## config.mk

```make
export PLATFORM = sky130hd
export DESIGN_NAME = lrsr_stack
export DESIGN_NICKNAME = d
export VERILOG_FILES = /design/src/rtl/lrsr_pkg.sv /design/src/rtl/lrsr_stack.sv
export SDC_FILE = /design/constraint.sdc
export NUM_CORES = 1
export LEC_CHECK = 0
export BUFFER_PORTS_ARGS = -buffer_cell sky130_fd_sc_hd__buf_4
export CAP_MARGIN = 20
export CORE_MARGIN = 2
export CORE_UTILIZATION = 61
export DETAILED_ROUTE_END_ITERATION = 10
export PLACE_DENSITY_LB_ADDON = 0.12
export SLEW_MARGIN = 10
export SYNTH_ARGS = -nofsm -noshare
export SYNTH_HDL_FRONTEND = slang
export SYNTH_SLANG_ARGS = --single-unit
```

## constraint.sdc

```tcl
create_clock -name clk_i -period 3.78 [get_ports clk_i]
set_clock_uncertainty 0.15 [all_clocks]
set_input_delay 0.378 -clock clk_i [delete_from_list [all_inputs] [get_ports clk_i]]
set_output_delay 0.378 -clock clk_i [all_outputs]
set_load 0.05 [all_outputs]
```

## src/rtl/lrsr_pkg.sv

```systemverilog
`default_nettype none
package lrsr_pkg;

  localparam int STATES_DEF       = 64;
  localparam int TERMINALS_DEF    = 32;
  localparam int NONTERMINALS_DEF = 16;
  localparam int RULES_DEF        = 64;
  localparam int STACK_DEPTH_DEF  = 64;

  localparam int STATE_W = 6;
  localparam int COL_W   = 5;
  localparam int RULE_W  = 6;
  localparam int LHS_W   = 4;
  localparam int LEN_W   = 4;
  localparam int RED_W   = 6;
  localparam int MAX_RED = 63;

  localparam int ACT_ENTRY_W  = 8;
  localparam int GOTO_ENTRY_W = 7;
  localparam int RULE_ENTRY_W = 8;

  localparam logic [1:0] GOTO_KIND_VALID = 2'd1;

  typedef enum logic [1:0] {
    MODE_ACTION = 2'd0,
    MODE_GOTO   = 2'd1,
    MODE_RULE   = 2'd2,
    MODE_PARSE  = 2'd3
  } mode_e;

  typedef enum logic [1:0] {
    ACT_EMPTY  = 2'd0,
    ACT_SHIFT  = 2'd1,
    ACT_REDUCE = 2'd2,
    ACT_ACCEPT = 2'd3
  } act_e;

  typedef enum logic [2:0] {
    RES_SHIFT  = 3'd0,
    RES_REDUCE = 3'd1,
    RES_ACCEPT = 3'd2,
    RES_ERROR  = 3'd3,
    RES_LOAD   = 3'd4
  } res_e;

  typedef struct packed {
    logic act_we;
    logic goto_we;
    logic rule_we;
    logic act_re;
    logic goto_re;
    logic rule_re;
  } tbl_ctl_t;

  function automatic int idx_w(input int n);
    return (n > 1) ? $clog2(n) : 1;
  endfunction

endpackage
`default_nettype wire

```

## src/rtl/lrsr_stack.sv

```systemverilog
`default_nettype none
module lrsr_stack import lrsr_pkg::*; #(
  parameter int STACK_DEPTH = STACK_DEPTH_DEF,
  localparam int STKW = idx_w(STACK_DEPTH)
) (
  input  wire logic               clk_i,
  input  wire logic               we_i,
  input  wire logic [STKW-1:0]    waddr_i,
  input  wire logic [STATE_W-1:0] wdata_i,
  input  wire logic               re_i,
  input  wire logic [STKW-1:0]    raddr_i,
  output logic      [STATE_W-1:0] rdata_o
);

  logic [STATE_W-1:0] mem [STACK_DEPTH];
  logic [STATE_W-1:0] rd_q;
  logic               bottom_q;

  // the bottom entry always reads back as state 0; the engine never writes it
  always_ff @(posedge clk_i) begin
    if (we_i) begin
      mem[waddr_i] <= wdata_i;
    end
    if (re_i) begin
      rd_q     <= mem[raddr_i];
      bottom_q <= (raddr_i == '0);
    end
  end

  assign rdata_o = bottom_q ? '0 : rd_q;

endmodule
`default_nettype wire

```

# [After elaboration in Yosys (flattened, before gate mapping)]
# Memory sizes are Yosys's and may differ from the RTL's. A register that Yosys moved wholly into a read port is not among the register bits.
# Cells that the tools add are included.
[word_totals] regBits=1 memories=1 mem_bits_rw=384 wordCells=6
[op_classes] reduce_logical=1 mux=3
[mem_list] name="mem" words=64 word_bits=6 read_ports=1 rd_ports_with_merged_regs=1 write_ports=1 line="lrsr_stack.sv:15" text="logic [STATE_W-1:0] mem [STACK_DEPTH];"
[op_table] op="logical NOT 6 bit" n=1
[op_table] op="2-to-1 mux 6 bit" n=1
[op_table] op="2-to-1 mux 1 bit" n=2

# [Depth between registers and ports, before layout]
[logic_depth] depth_word=2 ltp_mapped=9 mapped_depth_nobuf=5

# [Worst setup path after synthesis]
# Ideal clock, no wire load.
[synth_path] path_kind="input-to-reg" start="input port raddr_i[1]" end="register rd_q[3] (read register of mem), data pin" arrival_time_ns=1.863 path_buffers=3 setup_slack_ns=1.512 stages=7 setup_ns=0.254 cell_sequence="buf_2 > buf_2 > clkbuf_1 > mux4_2 > a211oi_1 > a22oi_1 > o21a_1"
[synth_rtl] item="start, declared" line="lrsr_stack.sv:11" text="input wire logic [STKW-1:0] raddr_i,"
[synth_rtl] item="end, declared" line="lrsr_stack.sv:16" text="logic [STATE_W-1:0] rd_q;"

==> summary.md <==
| Metric | Value |
|---|---|
| Worst r2r src | mem[26][0]$_DFFE_PP_ |
| Crit. End Element | flop |
| Post-CTS Setup Inserts | 0 |
| Max stage delay on crit path | 720 ps |
| Worst EP required | 3880 ps |
| Max Slew Vio Count | 0 |
| Setup violations, final | 0 |
| Vias | 7679 |
| Via density | 6.59 |
| Outcome | finished clean |
| Fin crit share | 65.8% |
| All-Layer GR Usage | 26.1% |
| Initial antenna violation count | 0 |
| Antenna Violating Nets Remaining | 0 |
| Layout Utilization | 68.1% |
| Io pins | 27 |
| Most frequent cells in the layout | 391 x edfxtp_1, 72 x nor2_1, 67 x mux4_2 |
| DPL Wire Length | 20400 microns |
| Sum Neg Setup Slack | 0 ps |
| Worst-skew pair later-pin latency | 530 ps |
| Max Fclk | 0.402 GHz |
| Vias in the first global route | 7763 |
| Leakage | 5.41 nW |
| Yosys reg bits | 391 |
| Number of synthesized flops with an enable pin | 391 |
| Cells after synthesis | 778 |
| Syn Nets | 799 |
| Worst-margin pin slew | 942 ps |
| Worst Hold Class | in2reg |
| Critical Path AT | 2580 ps |
| Total gr overflow | 0 |
| Layout cells sized above 1 | 19.1% |
| Initial DRC count | 863 |
| Post-Route WL | 33100 microns |
| CTS tree | built |
| Clock tree root driver cell | clkbuf_16 |
| Average size of a mapped cell | 19.8 sq um |
| Maximum clock insertion buffer count | 3 |
| Pwr/cell area | 523 nW/um^2 |
| Final hold vios | 0 |
| Die area | 26600 sq um |
| Ys async rst share | 0% |
| # hold bufs at CTS | 1 |
| Ys flop type | edfxtp_1 |
| Max-cap violations | 0 |
| Final Net Count | 827 |
| Total CTS buffers | 38 |
| Buffers & Inverters on Critical Path | 1 |
| Crit path launch | raddr_i[2] |
| Final Wtd Congestion | 0.835 |
| Final-layout fill cell count | 1633 |
| Synthesis-to-layout area growth | 10.4% |
| Worst-path clk slew | 60 ps |
| Synth Cell Area | 15400 sq um |
| Commonest non-fill, non-tap cell in the layout | edfxtp_1 |
| CP cell instances | buf_4, or3b_1, o22ai_1, a2111oi_0, a31o_2, a211oi_2 |
| VDD IR max | 0.354 mV |
| Ys Warns | 0 |
| # rows | 58 |
| CTS Sinks | 391 |
| Worst-path maximum fanout | 31 |
| Starting Density | 61.7% |
| Sequential area share after synthesis | 76.0% |
| Die span in y | 163 microns |
| Largest delay contributor family on the critical path | compound AO/OA/AOI/OAI gates |
| Core box area | 25000 sq um |
| Synth unique cells | 44 |
| # resized after CTS | 0 |
| Startpoint types | primary input |
| # DRC | 0 |
| First-pass GRT wire length | 49600 microns |
| Drt pass-1 iters | 5 |
| H-Tree Depth | 2 |
| Largest net degree at the start of global routing | 65 |
| Die width | 163 microns |
| RSZ-0062 raised after global routing | false |
| Worst path slowest cell | or3b_1 |
| Placement Setup Slack | 793 ps |
| Setup CP Type | in2reg |
| Hold wc startpoint | raddr_i[5] |
| Setup WS post-layout | 1290 ps |
| Slew margin rel. | 36.7% |
| Diode count | 0 |
| IO Port Bufs | 26 |
| Routed WL per cell | 28.4 microns |
| Final min period | 2490 ps |
sequential cells by signal, summed over array words and instances (netlist names):
| name | flops |
|---|---|
| mem | 384 |
| rd_q | 6 |
| bottom_q | 1 |
final cells by class:
type	count	area, sq um	share of cell area, %
well taps	330	413	2.42
clock inverters	25	163	0.954
clock buffers	45	1040	6.11
repair buffers	34	287	1.68
flip-flops and latches	391	11700	68.9
multi-input cells	341	3400	20.0
final timing paths:
check	endpoint	slack (ps)	cells past startpoint
worst max-delay path	rd_q[0]$_DFFE_PP_	1290	6
worst min-delay path	bottom_q$_DFFE_PP_	180	2
worst max register to register	rd_q[0]$_DFFE_PP_	1320	5
worst min register to register	rd_q[2]$_DFFE_PP_	780	4
routing by layer:
metal / wire (microns) / track usage (%) / part of all wire [%]
met5: 0 / 0 / 0
met3: 2700 / 5.87 / 8.2
met1: 13600 / 38.1 / 41
met4: 953 / 8.85 / 2.9
met2: 15900 / 39.8 / 48
Yosys cell counts, types with 2 or more instances:
cell / instances / area (sq um)
or3_1: 2 / 12.5
edfxtp_1: 391 / 11700
a31oi_1: 3 / 18.8
a22oi_1: 11 / 82.6
buf_8: 3 / 45.0
nand2b_1: 10 / 62.6
buf_6: 8 / 90.1
nor2b_1: 15 / 93.8
or3b_2: 2 / 17.5
o21a_1: 2 / 15.0
and2_1: 2 / 12.5
mux2_2: 2 / 22.5
mux4_2: 67 / 1510
a21oi_1: 6 / 30.0
buf_2: 8 / 40.0
a211oi_1: 9 / 67.6
mux2i_1: 53 / 531
a22o_1: 7 / 61.3
o211ai_1: 7 / 52.6
nand4_1: 2 / 12.5
nor3_1: 5 / 25.0
nor4_1: 2 / 12.5
buf_1: 3 / 11.3
o221ai_1: 3 / 26.3
nor2_1: 72 / 270
nand3_1: 9 / 45.0
nand2_1: 10 / 37.5
clkbuf_1: 21 / 78.8
nand3b_1: 5 / 37.5
mux4_1: 5 / 131
o22ai_1: 20 / 125
worst reg2reg max path, delay by kind of cell, from the launching register on:
family	cells	cell delay [ps]
AO/OA/AOI/OAI	3	870
multiplexers	2	810
flip-flops	1	360
metrics by stage:
step | cell area, sq um | hold WS [ps] | power [mW] | cells
3_3_place_gp | 15800 | 547 | 5.36 | 1095
2_1_floorplan | 15400 | 327 | 5.19 | 778
6_report | 17000 | 178 | 8.91 | 1166
5_1_grt | 17000 | 163 | 9.16 | 1166
4_1_cts | 17000 | 156 | 8.96 | 1166
3_5_place_dp | 15800 | 538 | 5.37 | 1095
cells by family (layout without fill, tap and decap cells):
group           Yosys count  in the layout  share of synthesized area [%]
compound gates           75             75                           3.51
buf+inv                  46            104                           1.93
flops                   391            391                           76.0
mux                     127            127                           14.2
simple gates            139            139                           4.31
power by group:
group          switching, mW  total [mW]  internal, mW
Sequential            0.0115        4.82          4.81
Clock                   1.53        3.63          2.10
Combinational          0.298       0.461         0.163
Total                   1.84        8.91          7.07
Note: power is estimated with default switching activity, not from simulation.
